## config.mk

```make
export PLATFORM = sky130hd
export DESIGN_NAME = touch_sample_filter_scaler_core
export DESIGN_NICKNAME = d
export VERILOG_FILES = /design/src/rtl/core/tsfs_pkg.sv /design/src/rtl/core/tsfs_front.sv /design/src/rtl/core/tsfs_back.sv /design/src/rtl/core/touch_sample_filter_scaler_core.sv
export SDC_FILE = /design/constraint.sdc
export NUM_CORES = 2
export LEC_CHECK = 0
export BUFFER_PORTS_ARGS = -buffer_cell sky130_fd_sc_hd__clkbuf_2
export CAP_MARGIN = 0
export CORE_MARGIN = 3
export CORE_UTILIZATION = 25
export CTS_CLUSTER_DIAMETER = 30
export CTS_CLUSTER_SIZE = 30
export DETAILED_ROUTE_END_ITERATION = 7
export PLACE_DENSITY = 0.35
export SLEW_MARGIN = 20
export SYNTH_ARGS = -nofsm -noshare
export SYNTH_HDL_FRONTEND = slang
export SYNTH_SLANG_ARGS = --single-unit
```

## constraint.sdc

```tcl
create_clock -name clk -period 11.1 [get_ports clk]
set_input_delay 0 -clock clk [delete_from_list [all_inputs] [get_ports clk]]
set_output_delay 0 -clock clk [all_outputs]
set_load 0.1 [all_outputs]
```

## src/rtl/core/tsfs_pkg.sv

```systemverilog
`default_nettype none
package tsfs_pkg;

    localparam int CFG_IDX_BITS = 3;
    localparam logic [CFG_IDX_BITS-1:0] REG_X_LOW  = 3'd0;
    localparam logic [CFG_IDX_BITS-1:0] REG_X_HIGH = 3'd1;
    localparam logic [CFG_IDX_BITS-1:0] REG_Y_LOW  = 3'd2;
    localparam logic [CFG_IDX_BITS-1:0] REG_Y_HIGH = 3'd3;
    localparam logic [CFG_IDX_BITS-1:0] REG_ORIENT = 3'd4;
    localparam logic [CFG_IDX_BITS-1:0] REG_SHORT  = 3'd5;
    localparam logic [CFG_IDX_BITS-1:0] REG_LONG   = 3'd6;

    localparam int SCR_BITS = 10;

    localparam logic [1:0] EV_DOWN = 2'd0;
    localparam logic [1:0] EV_MOVE = 2'd1;
    localparam logic [1:0] EV_UP   = 2'd2;

    // job kinds passed from front to back
    typedef enum logic [1:0] {
        JOB_RELEASE = 2'd0,
        JOB_FRAME   = 2'd1
    } job_kind_t;

    typedef enum logic [2:0] {
        BK_IDLE   = 3'd0,
        BK_SCAN   = 3'd1,
        BK_SUM    = 3'd2,
        BK_MEAN   = 3'd3,
        BK_MUL    = 3'd4,
        BK_DIV    = 3'd5,
        BK_EMIT   = 3'd6
    } back_state_t;

endpackage
`default_nettype wire

```

## src/rtl/core/tsfs_front.sv

```systemverilog
`default_nettype none
module tsfs_front
    import tsfs_pkg::*;
#(
    parameter int FRAME_SAMPLES = 5,
    parameter int RAW_BITS = 12
)
(
    input  wire logic                clk,
    input  wire logic                rst_n,
    input  wire logic                in_valid,
    output logic                     in_stall,
    input  wire logic [RAW_BITS-1:0] raw_x,
    input  wire logic [RAW_BITS-1:0] raw_y,
    input  wire logic                pen_down,
    // job to back part
    output logic                     job_valid,
    input  wire logic                job_stall,
    output job_kind_t                job_kind,
    output logic [FRAME_SAMPLES*RAW_BITS-1:0] job_xs,
    output logic [FRAME_SAMPLES*RAW_BITS-1:0] job_ys
);

    localparam int CNT_BITS = $clog2(FRAME_SAMPLES + 1);
    localparam int IDX_BITS = $clog2(FRAME_SAMPLES);

    logic [RAW_BITS-1:0] sx_reg [FRAME_SAMPLES];
    logic [RAW_BITS-1:0] sy_reg [FRAME_SAMPLES];
    logic [CNT_BITS-1:0] cnt_reg;

    // two-entry job queue
    job_kind_t q_kind_reg [2];
    logic [FRAME_SAMPLES*RAW_BITS-1:0] q_xs_reg [2];
    logic [FRAME_SAMPLES*RAW_BITS-1:0] q_ys_reg [2];
    logic [1:0] q_cnt_reg;
    logic q_rd_reg, q_wr_reg;

    logic acc, push, pop, last;
    logic [FRAME_SAMPLES*RAW_BITS-1:0] fx, fy;

    assign in_stall = (q_cnt_reg == 2'd2);
    assign acc  = in_valid && !in_stall;
    assign last = (cnt_reg == CNT_BITS'(FRAME_SAMPLES - 1));
    assign push = acc && (!pen_down || last);
    assign job_valid = (q_cnt_reg != 2'd0);
    assign pop  = job_valid && !job_stall;
    assign job_kind = q_kind_reg[q_rd_reg];
    assign job_xs   = q_xs_reg[q_rd_reg];
    assign job_ys   = q_ys_reg[q_rd_reg];

    // frame with the newest sample inserted
    always_comb
    begin
        for (int i = 0; i < FRAME_SAMPLES; i++)
        begin
            fx[i*RAW_BITS +: RAW_BITS] = sx_reg[i];
            fy[i*RAW_BITS +: RAW_BITS] = sy_reg[i];
        end
        fx[(FRAME_SAMPLES-1)*RAW_BITS +: RAW_BITS] = raw_x;
        fy[(FRAME_SAMPLES-1)*RAW_BITS +: RAW_BITS] = raw_y;
    end

    // sample gathering
    always_ff @(posedge clk)
    begin
        if (acc && pen_down && !last)
        begin
            sx_reg[cnt_reg[IDX_BITS-1:0]] <= raw_x;
            sy_reg[cnt_reg[IDX_BITS-1:0]] <= raw_y;
        end
    end

    always_ff @(posedge clk or negedge rst_n)
    begin
        if (!rst_n)
        begin
            cnt_reg <= '0;
        end
        else if (acc)
        begin
            if (!pen_down || last)
                cnt_reg <= '0;
            else
                cnt_reg <= cnt_reg + 1'b1;
        end
    end

    // queue storage
    always_ff @(posedge clk)
    begin
        if (push)
        begin
            q_kind_reg[q_wr_reg] <= pen_down ? JOB_FRAME : JOB_RELEASE;
            q_xs_reg[q_wr_reg]   <= fx;
            q_ys_reg[q_wr_reg]   <= fy;
        end
    end

    always_ff @(posedge clk or negedge rst_n)
    begin
        if (!rst_n)
        begin
            q_cnt_reg <= '0;
            q_rd_reg  <= 1'b0;
            q_wr_reg  <= 1'b0;
        end
        else
        begin
            if (push)
                q_wr_reg <= ~q_wr_reg;
            if (pop)
                q_rd_reg <= ~q_rd_reg;
            case ({push, pop})
                2'b10:   q_cnt_reg <= q_cnt_reg + 2'd1;
                2'b01:   q_cnt_reg <= q_cnt_reg - 2'd1;
                default: q_cnt_reg <= q_cnt_reg;
            endcase
        end
    end

endmodule
`default_nettype wire

```

## src/rtl/core/tsfs_back.sv

```systemverilog
`default_nettype none
module tsfs_back
    import tsfs_pkg::*;
#(
    parameter int FRAME_SAMPLES = 5,
    parameter int RAW_BITS = 12
)
(
    input  wire logic                clk,
    input  wire logic                rst_n,
    input  wire logic                job_valid,
    output logic                     job_stall,
    input  wire job_kind_t           job_kind,
    input  wire logic [FRAME_SAMPLES*RAW_BITS-1:0] job_xs,
    input  wire logic [FRAME_SAMPLES*RAW_BITS-1:0] job_ys,
    input  wire logic [RAW_BITS-1:0] x_low,
    input  wire logic [RAW_BITS-1:0] x_high,
    input  wire logic [RAW_BITS-1:0] y_low,
    input  wire logic [RAW_BITS-1:0] y_high,
    input  wire logic                orient,
    input  wire logic [SCR_BITS-1:0] short_max,
    input  wire logic [SCR_BITS-1:0] long_max,
    output logic                     out_valid,
    input  wire logic                out_stall,
    output logic [1:0]               event_kind,
    output logic [SCR_BITS-1:0]      screen_x,
    output logic [SCR_BITS-1:0]      screen_y
);

    localparam int IDX_BITS = $clog2(FRAME_SAMPLES);
    localparam int SUM_BITS = RAW_BITS + $clog2(FRAME_SAMPLES + 1);
    localparam int PROD_BITS = RAW_BITS + SCR_BITS;
    localparam int DIV_CNT_BITS = $clog2(PROD_BITS + 1);
    localparam int MEAN_DIV = FRAME_SAMPLES - 2;
    // reciprocal of the trimmed sample count, exact over the whole sum range
    localparam int REC_SHIFT = SUM_BITS + $clog2(MEAN_DIV);
    localparam int REC_BITS = REC_SHIFT + 1;
    localparam int MPROD_BITS = SUM_BITS + REC_BITS;
    localparam logic [REC_BITS-1:0] REC_MUL =
        REC_BITS'(((64'd1 << REC_SHIFT) + 64'(MEAN_DIV - 1)) / 64'(MEAN_DIV));

    back_state_t state_reg, state_next;

    logic [FRAME_SAMPLES*RAW_BITS-1:0] xs_reg, ys_reg;
    job_kind_t           kind_reg;
    logic [IDX_BITS-1:0] idx_reg;
    logic [RAW_BITS:0]   xlo_reg, xhi_reg, ylo_reg, yhi_reg;
    logic [IDX_BITS-1:0] xilo_reg, xihi_reg, yilo_reg, yihi_reg;
    logic [SUM_BITS-1:0] xsum_reg, ysum_reg;
    logic [RAW_BITS-1:0] fx_reg, fy_reg;
    // two scale lanes: a is screen_x, b is screen_y
    logic [PROD_BITS-1:0] pa_reg, pb_reg, qa_reg, qb_reg;
    logic [RAW_BITS:0]    ra_reg, rb_reg;
    logic [RAW_BITS-1:0]  da_reg, db_reg;
    logic                 za_reg, zb_reg;
    logic [DIV_CNT_BITS-1:0] dcnt_reg;
    logic                 touching_reg;
    logic [SCR_BITS-1:0]  lx_reg, ly_reg;
    logic                 ov_reg;
    logic [1:0]           ek_reg;
    logic [SCR_BITS-1:0]  ox_reg, oy_reg;

    logic [RAW_BITS-1:0] vx, vy;
    logic last_idx;
    logic [RAW_BITS-1:0] cx, cy, xo, yo;
    logic x_zero, y_zero;
    logic [RAW_BITS-1:0] xspan, yspan;
    logic [RAW_BITS:0] ra_try, rb_try;
    logic [SCR_BITS-1:0] sx, sy;
    logic [MPROD_BITS-1:0] xmp, ymp;
    logic emit_go, emit_ev;

    assign vx = xs_reg[idx_reg*RAW_BITS +: RAW_BITS];
    assign vy = ys_reg[idx_reg*RAW_BITS +: RAW_BITS];
    assign last_idx = (idx_reg == IDX_BITS'(FRAME_SAMPLES - 1));
    assign job_stall = (state_reg != BK_IDLE);
    assign out_valid = ov_reg;
    assign event_kind = ek_reg;
    assign screen_x = ox_reg;
    assign screen_y = oy_reg;

    // clamp and offset of the filtered values
    always_comb
    begin
        x_zero = (x_high <= x_low);
        y_zero = (y_high <= y_low);
        xspan = x_high - x_low;
        yspan = y_high - y_low;
        cx = (fx_reg > x_high) ? x_high : ((fx_reg < x_low) ? x_low : fx_reg);
        cy = (fy_reg > y_high) ? y_high : ((fy_reg < y_low) ? y_low : fy_reg);
        xo = cx - x_low;
        yo = cy - y_low;
    end

    // trimmed sum times reciprocal
    always_comb
    begin
        xmp = MPROD_BITS'(xsum_reg) * MPROD_BITS'(REC_MUL);
        ymp = MPROD_BITS'(ysum_reg) * MPROD_BITS'(REC_MUL);
    end

    // restoring divide step
    always_comb
    begin
        ra_try = {ra_reg[RAW_BITS-1:0], pa_reg[PROD_BITS-1]};
        rb_try = {rb_reg[RAW_BITS-1:0], pb_reg[PROD_BITS-1]};
    end

    // final screen coordinates
    always_comb
    begin
        sx = za_reg ? '0 : qa_reg[SCR_BITS-1:0];
        if (zb_reg)
            sy = '0;
        else if (!orient)
            sy = long_max - qb_reg[SCR_BITS-1:0];
        else
            sy = qb_reg[SCR_BITS-1:0];
    end

    // whether the job gives an event
    always_comb
    begin
        emit_go = (state_reg == BK_EMIT) && (!ov_reg || !out_stall);
        if (kind_reg == JOB_RELEASE)
            emit_ev = touching_reg;
        else
            emit_ev = !(touching_reg && sx == lx_reg && sy == ly_reg);
    end

    always_comb
    begin
        state_next = state_reg;
        case (state_reg)
            BK_IDLE:
            begin
                if (job_valid)
                begin
                    if (job_kind == JOB_FRAME)
                        state_next = BK_SCAN;
                    else
                        state_next = BK_EMIT;
                end
            end
            BK_SCAN: if (last_idx) state_next = BK_SUM;
            BK_SUM:  if (last_idx) state_next = BK_MEAN;
            BK_MEAN: state_next = BK_MUL;
            BK_MUL:  state_next = BK_DIV;
            BK_DIV:  if (dcnt_reg == DIV_CNT_BITS'(PROD_BITS - 1)) state_next = BK_EMIT;
            BK_EMIT: if (!ov_reg || !out_stall) state_next = BK_IDLE;
            default: state_next = BK_IDLE;
        endcase
    end

    always_ff @(posedge clk or negedge rst_n)
    begin
        if (!rst_n)
            state_reg <= BK_IDLE;
        else
            state_reg <= state_next;
    end

    // datapath
    always_ff @(posedge clk)
    begin
        case (state_reg)
            BK_IDLE:
            begin
                xs_reg <= job_xs;
                ys_reg <= job_ys;
                kind_reg <= job_kind;
                idx_reg <= '0;
                xlo_reg <= (RAW_BITS+1)'(1) << RAW_BITS;
                ylo_reg <= (RAW_BITS+1)'(1) << RAW_BITS;
                xhi_reg <= '0;
                yhi_reg <= '0;
                xilo_reg <= '0;
                xihi_reg <= '0;
                yilo_reg <= '0;
                yihi_reg <= '0;
                xsum_reg <= '0;
                ysum_reg <= '0;
            end
            BK_SCAN:
            begin
                if ({1'b0, vx} < xlo_reg) begin xlo_reg <= {1'b0, vx}; xilo_reg <= idx_reg; end
                if ({1'b0, vx} > xhi_reg) begin xhi_reg <= {1'b0, vx}; xihi_reg <= idx_reg; end
                if ({1'b0, vy} < ylo_reg) begin ylo_reg <= {1'b0, vy}; yilo_reg <= idx_reg; end
                if ({1'b0, vy} > yhi_reg) begin yhi_reg <= {1'b0, vy}; yihi_reg <= idx_reg; end
                idx_reg <= last_idx ? '0 : idx_reg + 1'b1;
            end
            BK_SUM:
            begin
                if (idx_reg != xilo_reg && idx_reg != xihi_reg)
                    xsum_reg <= xsum_reg + SUM_BITS'(vx);
                if (idx_reg != yilo_reg && idx_reg != yihi_reg)
                    ysum_reg <= ysum_reg + SUM_BITS'(vy);
                idx_reg <= last_idx ? '0 : idx_reg + 1'b1;
            end
            BK_MEAN:
            begin
                // floor mean by reciprocal multiply and shift
                fx_reg <= (xilo_reg == xihi_reg) ? xlo_reg[RAW_BITS-1:0]
                                                 : RAW_BITS'(xmp >> REC_SHIFT);
                fy_reg <= (yilo_reg == yihi_reg) ? ylo_reg[RAW_BITS-1:0]
                                                 : RAW_BITS'(ymp >> REC_SHIFT);
            end
            BK_MUL:
            begin
                if (!orient)
                begin
                    pa_reg <= PROD_BITS'(xo * short_max);
                    da_reg <= xspan;
                    za_reg <= x_zero;
                    pb_reg <= PROD_BITS'(yo * long_max);
                    db_reg <= yspan;
                    zb_reg <= y_zero;
                end
                else
                begin
                    pa_reg <= PROD_BITS'(yo * long_max);
                    da_reg <= yspan;
                    za_reg <= y_zero;
                    pb_reg <= PROD_BITS'(xo * short_max);
                    db_reg <= xspan;
                    zb_reg <= x_zero;
                end
                ra_reg <= '0;
                rb_reg <= '0;
                qa_reg <= '0;
                qb_reg <= '0;
                dcnt_reg <= '0;
            end
            BK_DIV:
            begin
                pa_reg <= pa_reg << 1;
                pb_reg <= pb_reg << 1;
                if (ra_try >= {1'b0, da_reg})
                begin
                    ra_reg <= ra_try - {1'b0, da_reg};
                    qa_reg <= {qa_reg[PROD_BITS-2:0], 1'b1};
                end
                else
                begin
                    ra_reg <= ra_try;
                    qa_reg <= {qa_reg[PROD_BITS-2:0], 1'b0};
                end
                if (rb_try >= {1'b0, db_reg})
                begin
                    rb_reg <= rb_try - {1'b0, db_reg};
                    qb_reg <= {qb_reg[PROD_BITS-2:0], 1'b1};
                end
                else
                begin
                    rb_reg <= rb_try;
                    qb_reg <= {qb_reg[PROD_BITS-2:0], 1'b0};
                end
                dcnt_reg <= dcnt_reg + 1'b1;
            end
            default:
            begin
            end
        endcase
    end

    // event decision and output register
    always_ff @(posedge clk or negedge rst_n)
    begin
        if (!rst_n)
        begin
            ov_reg <= 1'b0;
            touching_reg <= 1'b0;
            lx_reg <= '0;
            ly_reg <= '0;
            ek_reg <= EV_DOWN;
            ox_reg <= '0;
            oy_reg <= '0;
        end
        else if (emit_go && emit_ev)
        begin
            ov_reg <= 1'b1;
            if (kind_reg == JOB_RELEASE)
            begin
                ek_reg <= EV_UP;
                ox_reg <= lx_reg;
                oy_reg <= ly_reg;
                touching_reg <= 1'b0;
            end
            else
            begin
                ek_reg <= touching_reg ? EV_MOVE : EV_DOWN;
                ox_reg <= sx;
                oy_reg <= sy;
                lx_reg <= sx;
                ly_reg <= sy;
                touching_reg <= 1'b1;
            end
        end
        else if (ov_reg && !out_stall)
        begin
            ov_reg <= 1'b0;
        end
    end

endmodule
`default_nettype wire

```

## src/rtl/core/touch_sample_filter_scaler_core.sv

```systemverilog
// touch sample filter and scaler
// input channel: in_valid / in_stall with raw_x, raw_y, pen_down; one beat per sample
// output channel: out_valid / out_stall with event_kind, screen_x, screen_y
// config channel: cfg_valid / cfg_ready (always ready), cfg_index, cfg_data; write only
// while idle
// the front gathers pen-down samples into a frame; a full frame or a pen-up
// beat is put in a two-entry job queue, other samples give no event
// the back takes one job at a time: a min/max scan of the frame, the trimmed
// sum, mean and multiply, the bit-serial divider and emit, in that order;
// a pen-up job goes straight from idle to emit
// the queue lets the front accept samples while the back works, so samples
// within a frame go one per cycle while the queue is not full
// reset clears counters, queue, touch state and last point and loads the
// calibration defaults
// while out_stall is high the event is held and the back waits in its emit state; once the
// queue is full in_stall rises
`default_nettype none
module touch_sample_filter_scaler_core
    import tsfs_pkg::*;
#(
    parameter int FRAME_SAMPLES = 5,
    parameter int RAW_BITS = 12
)
(
    input  wire logic                    clk,
    input  wire logic                    rst_n,
    input  wire logic                    in_valid,
    output logic                         in_stall,
    input  wire logic [RAW_BITS-1:0]     raw_x,
    input  wire logic [RAW_BITS-1:0]     raw_y,
    input  wire logic                    pen_down,
    output logic                         out_valid,
    input  wire logic                    out_stall,
    output logic [1:0]                   event_kind,
    output logic [SCR_BITS-1:0]          screen_x,
    output logic [SCR_BITS-1:0]          screen_y,
    input  wire logic                    cfg_valid,
    output logic                         cfg_ready,
    input  wire logic [CFG_IDX_BITS-1:0] cfg_index,
    input  wire logic [RAW_BITS-1:0]     cfg_data
);

    logic [RAW_BITS-1:0] x_low_reg, x_high_reg, y_low_reg, y_high_reg;
    logic                orient_reg;
    logic [SCR_BITS-1:0] short_reg, long_reg;

    logic job_valid, job_stall;
    job_kind_t job_kind;
    logic [FRAME_SAMPLES*RAW_BITS-1:0] job_xs, job_ys;

    assign cfg_ready = 1'b1;

    // configuration registers
    always_ff @(posedge clk or negedge rst_n)
    begin
        if (!rst_n)
        begin
            x_low_reg  <= RAW_BITS'(230);
            x_high_reg <= RAW_BITS'(3820);
            y_low_reg  <= RAW_BITS'(340);
            y_high_reg <= RAW_BITS'(3920);
            orient_reg <= 1'b0;
            short_reg  <= SCR_BITS'(239);
            long_reg   <= SCR_BITS'(319);
        end
        else if (cfg_valid)
        begin
            case (cfg_index)
                REG_X_LOW:  x_low_reg  <= cfg_data;
                REG_X_HIGH: x_high_reg <= cfg_data;
                REG_Y_LOW:  y_low_reg  <= cfg_data;
                REG_Y_HIGH: y_high_reg <= cfg_data;
                REG_ORIENT: orient_reg <= cfg_data[0];
                REG_SHORT:  short_reg  <= SCR_BITS'(cfg_data);
                REG_LONG:   long_reg   <= SCR_BITS'(cfg_data);
                default:    ;
            endcase
        end
    end

    tsfs_front #(.FRAME_SAMPLES(FRAME_SAMPLES), .RAW_BITS(RAW_BITS)) u_front (
        .clk(clk), .rst_n(rst_n),
        .in_valid(in_valid), .in_stall(in_stall),
        .raw_x(raw_x), .raw_y(raw_y), .pen_down(pen_down),
        .job_valid(job_valid), .job_stall(job_stall), .job_kind(job_kind),
        .job_xs(job_xs), .job_ys(job_ys)
    );

    tsfs_back #(.FRAME_SAMPLES(FRAME_SAMPLES), .RAW_BITS(RAW_BITS)) u_back (
        .clk(clk), .rst_n(rst_n),
        .job_valid(job_valid), .job_stall(job_stall), .job_kind(job_kind),
        .job_xs(job_xs), .job_ys(job_ys),
        .x_low(x_low_reg), .x_high(x_high_reg), .y_low(y_low_reg), .y_high(y_high_reg),
        .orient(orient_reg), .short_max(short_reg), .long_max(long_reg),
        .out_valid(out_valid), .out_stall(out_stall), .event_kind(event_kind),
        .screen_x(screen_x), .screen_y(screen_y)
    );

endmodule
`default_nettype wire

```

; ---- Yosys cells after proc, flatten, opt, wreduce, memory -nomap -nowiden
; Memories as Yosys holds them, arrays and structs flattened. A register that Yosys moved wholly into a read port is not among the register bits.
; Cells that the tools add are included.
[classes]
shift = 2
muxes = 68
n_reduce_logical = 48
order_cmp = 12
multipliers = 5
bitwise_logic = 3
div = 0
n_eq_ne = 38
add_sub_neg = 14
[ops]
columns = cell, n
row1 = two-way mux 12 bit, 10
row2 = indexed part select 60 x 8 -> 12 bit, 2
row3 = case mux 13 bit (2 select lines), 4
row4 = case mux 22 bit (2 select lines), 2
row5 = subtractor 12 bit, 6
row6 = case mux 15 bit (2 select lines), 2
row7 = multiplier 15 x 16 -> 29 bit (second input constant), 2
row8 = two-way mux 13 bit, 4
row9 = case mux 12 bit (2 select lines), 2
row10 = multiplier 12 x 10 -> 22 bit, 2
row11 = two-way mux 22 bit, 2
row12 = case mux 10 bit (2 select lines), 2
row13 = two-way mux 3 bit, 12
row14 = adder 15 x 12 -> 15 bit, 2
row15 = two-way mux 10 bit, 3
row16 = two-way mux 15 bit, 2
row17 = case mux 3 bit (2 select lines), 5
row18 = AND reduction 2 bit, 14
row19 = >= comparator 13 x 12 -> 1 bit, 2
row20 = > comparator 12 x 13 -> 1 bit, 2
row21 = less-than comparator 12 x 13 -> 1 bit, 2
row22 = == test 3 bit (second input constant), 8
row23 = > comparator 12 bit, 2
row24 = <= comparator 12 bit, 2
row25 = 32 further kinds, 94
[word_totals]
inputBits = 45
out_inout_bits = 25
register_bits = 345
mem_count = 5
latch_bits = 0
ram_bits = 362
romBits = 0
[mem_list]
columns = name, words, width, read_ports, rd_clocked_by_memory_dff, wr, line
row1 = u_front.q_xs_reg, 2, 60, 1, 1, 1, tsfs_front.sv:33  ; logic [FRAME_SAMPLES*RAW_BITS-1:0] q_xs_reg [2];
row2 = u_front.q_ys_reg, 2, 60, 1, 1, 1, tsfs_front.sv:34  ; logic [FRAME_SAMPLES*RAW_BITS-1:0] q_ys_reg [2];
row3 = u_front.sx_reg, 5, 12, 4, 0, 1, tsfs_front.sv:27  ; logic [RAW_BITS-1:0] sx_reg [FRAME_SAMPLES];
row4 = u_front.sy_reg, 5, 12, 4, 0, 1, tsfs_front.sv:28  ; logic [RAW_BITS-1:0] sy_reg [FRAME_SAMPLES];
row5 = u_front.q_kind_reg, 2, 1, 1, 0, 1, tsfs_front.sv:32  ; job_kind_t q_kind_reg [2];

; ---- Longest topological paths before layout
[logic_depth]
depth_word = 9
ltp_mapped = 40
depth_no_buf = 38

; ---- Cells and area by module
; A second synthesis with hierarchy kept.
[hier_totals]
hier_cells = 4331
area_unflattened_um2 = 52740.6
[modules_own_cells]
columns = mod, instances, seq_area_each_um2, area_each_um2, cells_each
row1 = tsfs_back, 1, 11486.0, 37551.0, 3660
row2 = tsfs_front, 1, 10324.9, 12380.6, 518
row3 = touch_sample_filter_scaler_core, 1, 1773.0, 2808.9, 153

; ---- Worst setup path after synthesis
; Ideal clock, no wire load.
[synth_path]
path_type = reg2reg
start = register y_low_reg[4]
end = register u_back.pa_reg[20] (data pin)
setup_ns = 0.261
path_buffers = 1
setup_slack_ns = 2.098
required_time_ns = 10.839
period_less_slack_ns = 9.002
t_arrival_ns = 8.742
stages_incl_launch_ff = 39
path_cell_list = dfstp_2 -> inv_1 -> ha_1 -> a21o_1 -> a21o_1 -> a21oi_1 -> o21ai_0 -> o21ai_0 -> clkbuf_1 -> mux2i_1 -> nor2_1 -> a21oi_1 -> ha_1 -> fa_1 -> nor2b_1 -> o21ai_0 -> a21boi_0 -> o21ai_1 -> [... 3 more ...] -> nand2_1 -> fa_1 -> inv_1 -> fa_1 -> fa_1 -> fa_1 -> inv_1 -> fa_1 -> inv_1 -> ha_1 -> a21oi_1 -> o21a_1 -> a2bb2oi_1 -> nand2_1 -> o41ai_1 -> xnor2_1 -> a21oi_1 -> a21oi_1
[synth_between]
elab_chain_cells = 7
[synth_rtl]
columns = element, line
row1 = from (decl), touch_sample_filter_scaler_core.sv:43  ; logic [RAW_BITS-1:0] x_low_reg, x_high_reg, y_low_reg, y_high_reg;
row2 = from (signal assigned), touch_sample_filter_scaler_core.sv:71  ; REG_Y_LOW: y_low_reg <= cfg_data;
row3 = less-than comparator 12 bit, tsfs_back.sv:90  ; cy = (fy_reg > y_high) ? y_high : ((fy_reg < y_low) ? y_low : fy_reg);
row4 = two-way mux 12 bit (2 in series), tsfs_back.sv:90
row5 = subtractor 12 bit *, tsfs_back.sv:92  ; yo = cy - y_low;
row6 = multiplier 12 x 10 -> 22 bit *, tsfs_back.sv:221  ; pa_reg <= PROD_BITS'(yo * long_max);
row7 = two-way mux 22 bit *, tsfs_back.sv:210  ; if (!orient)
row8 = case mux 22 bit (2 select lines) *, tsfs_back.sv:166  ; case (state_reg)
row9 = to (signal assigned), tsfs_back.sv:212  ; pa_reg <= PROD_BITS'(xo * short_max);
row10 = to (signal assigned), tsfs_back.sv:221
row11 = to (signal assigned), tsfs_back.sv:236  ; pa_reg <= pa_reg << 1;
row12 = to (decl), tsfs_back.sv:52  ; logic [PROD_BITS-1:0] pa_reg, pb_reg, qa_reg, qb_reg;
; Every way passes the cells marked *; elsewhere a longest branch is shown, timed or not.
; A chain may end at the register's enable or synchronous reset.

; ---- Worst setup path after layout
[layout_path]
start = register x_low_reg[1]
end = register u_back.pa_reg[21] (data pin)
[layout_between]
elab_chain_cells = 7
[layout_rtl]
columns = element, line
row1 = from (decl), touch_sample_filter_scaler_core.sv:43
row2 = from (signal assigned), touch_sample_filter_scaler_core.sv:69  ; REG_X_LOW: x_low_reg <= cfg_data;
row3 = less-than comparator 12 bit, tsfs_back.sv:89  ; cx = (fx_reg > x_high) ? x_high : ((fx_reg < x_low) ? x_low : fx_reg);
row4 = two-way mux 12 bit (2 in series), tsfs_back.sv:89
row5 = subtractor 12 bit *, tsfs_back.sv:91  ; xo = cx - x_low;
row6 = multiplier 12 x 10 -> 22 bit *, tsfs_back.sv:212
row7 = two-way mux 22 bit *, tsfs_back.sv:210
row8 = case mux 22 bit (2 select lines) *, tsfs_back.sv:166
; Marks and branches as above.

==> summary.md <==
| Metric | Value |
|---|---|
| Synth unique cells | 92 |
| Number of buffers created by CTS | 217 |
| Fin cells | 7818 |
| Post-synth EDFFs | 697 |
| Post-Place Cells | 7318 |
| Max-Cap Viols | 0 |
| Area delta synth->final | 23.6% |
| Clock Sinks | 800 |
| Pin count of the biggest net entering global routing | 75 |
| Vias per inst | 4.43 |
| RSZ-0062 raised after global routing | no |
| GRT Residual Overflow | 0 |
| Worst path slowest cell | o32a_1 |
| Fillcell total | 21306 |
| CTS tree | done |
| Die area | 218000 um2 |
| Critical path class | flop to flop |
| Die span in y | 467 um |
| Die W | 467 um |
| Share of post-route cells with drive strength above 1 | 15.5% |
| Number of top-level pins | 70 |
| IO Port Bufs | 68 |
| CP Capture Type | flop |
| CP startpoint kind | flop |
| Synth async-reset ratio | 12.9% |
| Final Hold Viols | 0 |
| Total track usage | 13.5% |
| Mapped Nets | 5374 |
| Initial Utilization | 25.2% |
| Crit Path Max Fanout | 22 |
| Multi-input gate area | 27000 um2 |
| Root Driver | clkbuf_16 |
| Area of the mapped netlist | 53100 um2 |
| Tcrit/Tclk final | 89.8% |
| Max Slew Vio Count | 0 |
| Final WL | 146 mm |
| CP max stage delay | 0.74 ns |
| Clock Latency Late Sink | 0.82 ns |
| Core Region | 210000 um2 |
| Sequential cell area fraction in the yosys report | 44.4% |
| CTS resizes | 0 |
| Rel. slew slack | 29.5% |
| Total number of vias | 34648 |
| Worst-path clk slew | 0.04 ns |
| Fin crit period | 9.97 ns |
| Top FF cell, synth | edfxtp_1 |
| Row Count | 168 |
| Drt drc | 0 |
| Post-synthesis sequential element count | 800 |
| Placer Congestion | 0.792 |
| Seq. cell area | 23600 um2 |
| Synth Area per Inst | 11.7 um2 |
| Max frequency | 100 MHz |
| Worst EP arrival | 10.44 ns |
| Outcome | completed |
| Worst Skew | 0.0825 ns |
| Clk buf depth | 3 |
| Post-Synthesis Cells | 4528 |
| Hold crit path type | input port to flop |
| Measured slew at the worst slew-check pin | 1.05 ns |
| Drt pass-1 iters | 5 |
| Most frequent cells in the layout | edfxtp_1 (697), inv_1 (543), ha_1 (512) |
| Placed wire-length estimate | 104 mm |
| WL per Instance | 18.6 um |
| Htree depth | 4 |
| Drt initial violations | 1614 |
| First-pass GRT wire length | 227 mm |
| Net count, final | 5669 |
| Setup TNS after final layout | 0 ns |
| Initial antenna violation count | 7 |
| Yosys warns | 0 |
| Final ANT Viol Nets | 0 |
| Cell mode on critical path | fa_1 |
| Req. time, crit path | 11.56 ns |
| Leading cell type in the layout, fill and taps excluded | edfxtp_1 |
| Vias in the first global route | 37410 |
| Setup-failing EPs final | 0 |
## timing repair
| action | 4_1_cts | 5_1_grt |
|---|---|---|
| hold buffers | 90 | 0 |
| setup buffers | 0 | 0 |
| endpoints found under the hold margin | 371 | 0 |
## logic make-up after synthesis
group,after synthesis,synth area share [%]
flops,800,44.4
xor+xnor,136,2.24
buf+inv,684,4.88
compound gates,757,9.13
other cells,1,0.00706
mux,277,6.34
fa+ha+maj,801,23.0
simple gates,1072,10.1
## synthesized netlist by cell type, drive strengths merged (18+ instances only)
cell | number | area, um2
or3 | 23 | 144
nor3 | 74 | 370
o21ai | 208 | 1040
nor2 | 218 | 818
buf | 28 | 130
o21a | 37 | 278
a211oi | 34 | 260
inv | 545 | 2050
ha | 512 | 6410
nor2b | 86 | 538
a21oi | 192 | 961
fa | 289 | 5790
nand4 | 28 | 181
nand3 | 89 | 445
dfrtp | 66 | 1650
mux2 | 190 | 2200
dfstp | 37 | 972
a31oi | 24 | 150
clkbuf | 111 | 417
xnor2 | 82 | 718
nand2 | 288 | 1080
a22o | 24 | 210
o211ai | 24 | 180
xor2 | 54 | 473
and2 | 107 | 669
and3 | 41 | 257
nand2b | 37 | 231
nor4 | 18 | 119
mux4 | 24 | 541
a21o | 62 | 465
mux2i | 63 | 631
edfxtp | 697 | 20900
## metal layers
metal  global-route usage [%]  up-vias  share of wire, %
li1                         -    16809                 -
met1                     17.1    17144                45
met2                     23.3      476                49
met3                     2.27      217               2.9
met4                     4.20        2               2.7
met5                        0        -            0.0048
## worst max-delay path, delay by kind of cell (launching register included)
kind | cells | cell delay, ns
AO/OA/AOI/OAI | 16 | 3.81
adder cells (fa/ha/maj) | 9 | 3.77
buffers and inverters | 5 | 0.37
flip-flops | 1 | 0.57
multiplexers | 1 | 0.17
AND/OR/NAND/NOR | 5 | 1.02
## final timing paths
check	to	start	slack, ns	cells after the start
worst min register to register	u_front.q_xs_reg[1][9]$_DFFE_PP_	u_front.sx_reg[0][9]$_DFFE_PP_	0.41	0
max in group asynchronous	short_reg[4]$_DFFE_PN0P_	rst_n	9.78	4
worst max register to register	u_back.pa_reg[21]$_DFFE_PP_	x_low_reg[1]$_DFFE_PN1P_	1.13	36
worst min-delay path	u_front.cnt_reg[2]$_DFFE_PN0P_	in_valid	0.14	4
worst max-delay path	u_back.pa_reg[21]$_DFFE_PP_	x_low_reg[1]$_DFFE_PN1P_	1.13	36
min in group asynchronous	long_reg[5]$_DFFE_PN1P_	rst_n	0.38	3
## layout make-up
class                      count  area share (%)
tap                         2805            5.35
clock inverter               154            3.12
sequential                   800            35.9
inverter                     545            3.13
timing repair buffer         215            2.61
multi-input combinational   3044            41.2
clock buffer                 254            8.66
antenna                        1         0.00381
## metrics by stage
step / area [um2] / hold slack, ns / util, % / setup WS, ns
6_report: 65600 / 0.142 / 31.2 / 1.13
3_3_place_gp: 56900 / 0.0477 / 27.1 / 1.18
3_5_place_dp: 56900 / 0.0386 / 27.1 / 1.10
5_1_grt: 65600 / 0.119 / 31.2 / 0.312
4_1_cts: 65600 / 0.0579 / 31.2 / 1.07
2_1_floorplan: 53100 / -0.296 / - / 2.10
Power is left out: the tool's default activity adds up to more than one toggle a clock period on the data nets, which glitch-free logic cannot reach.
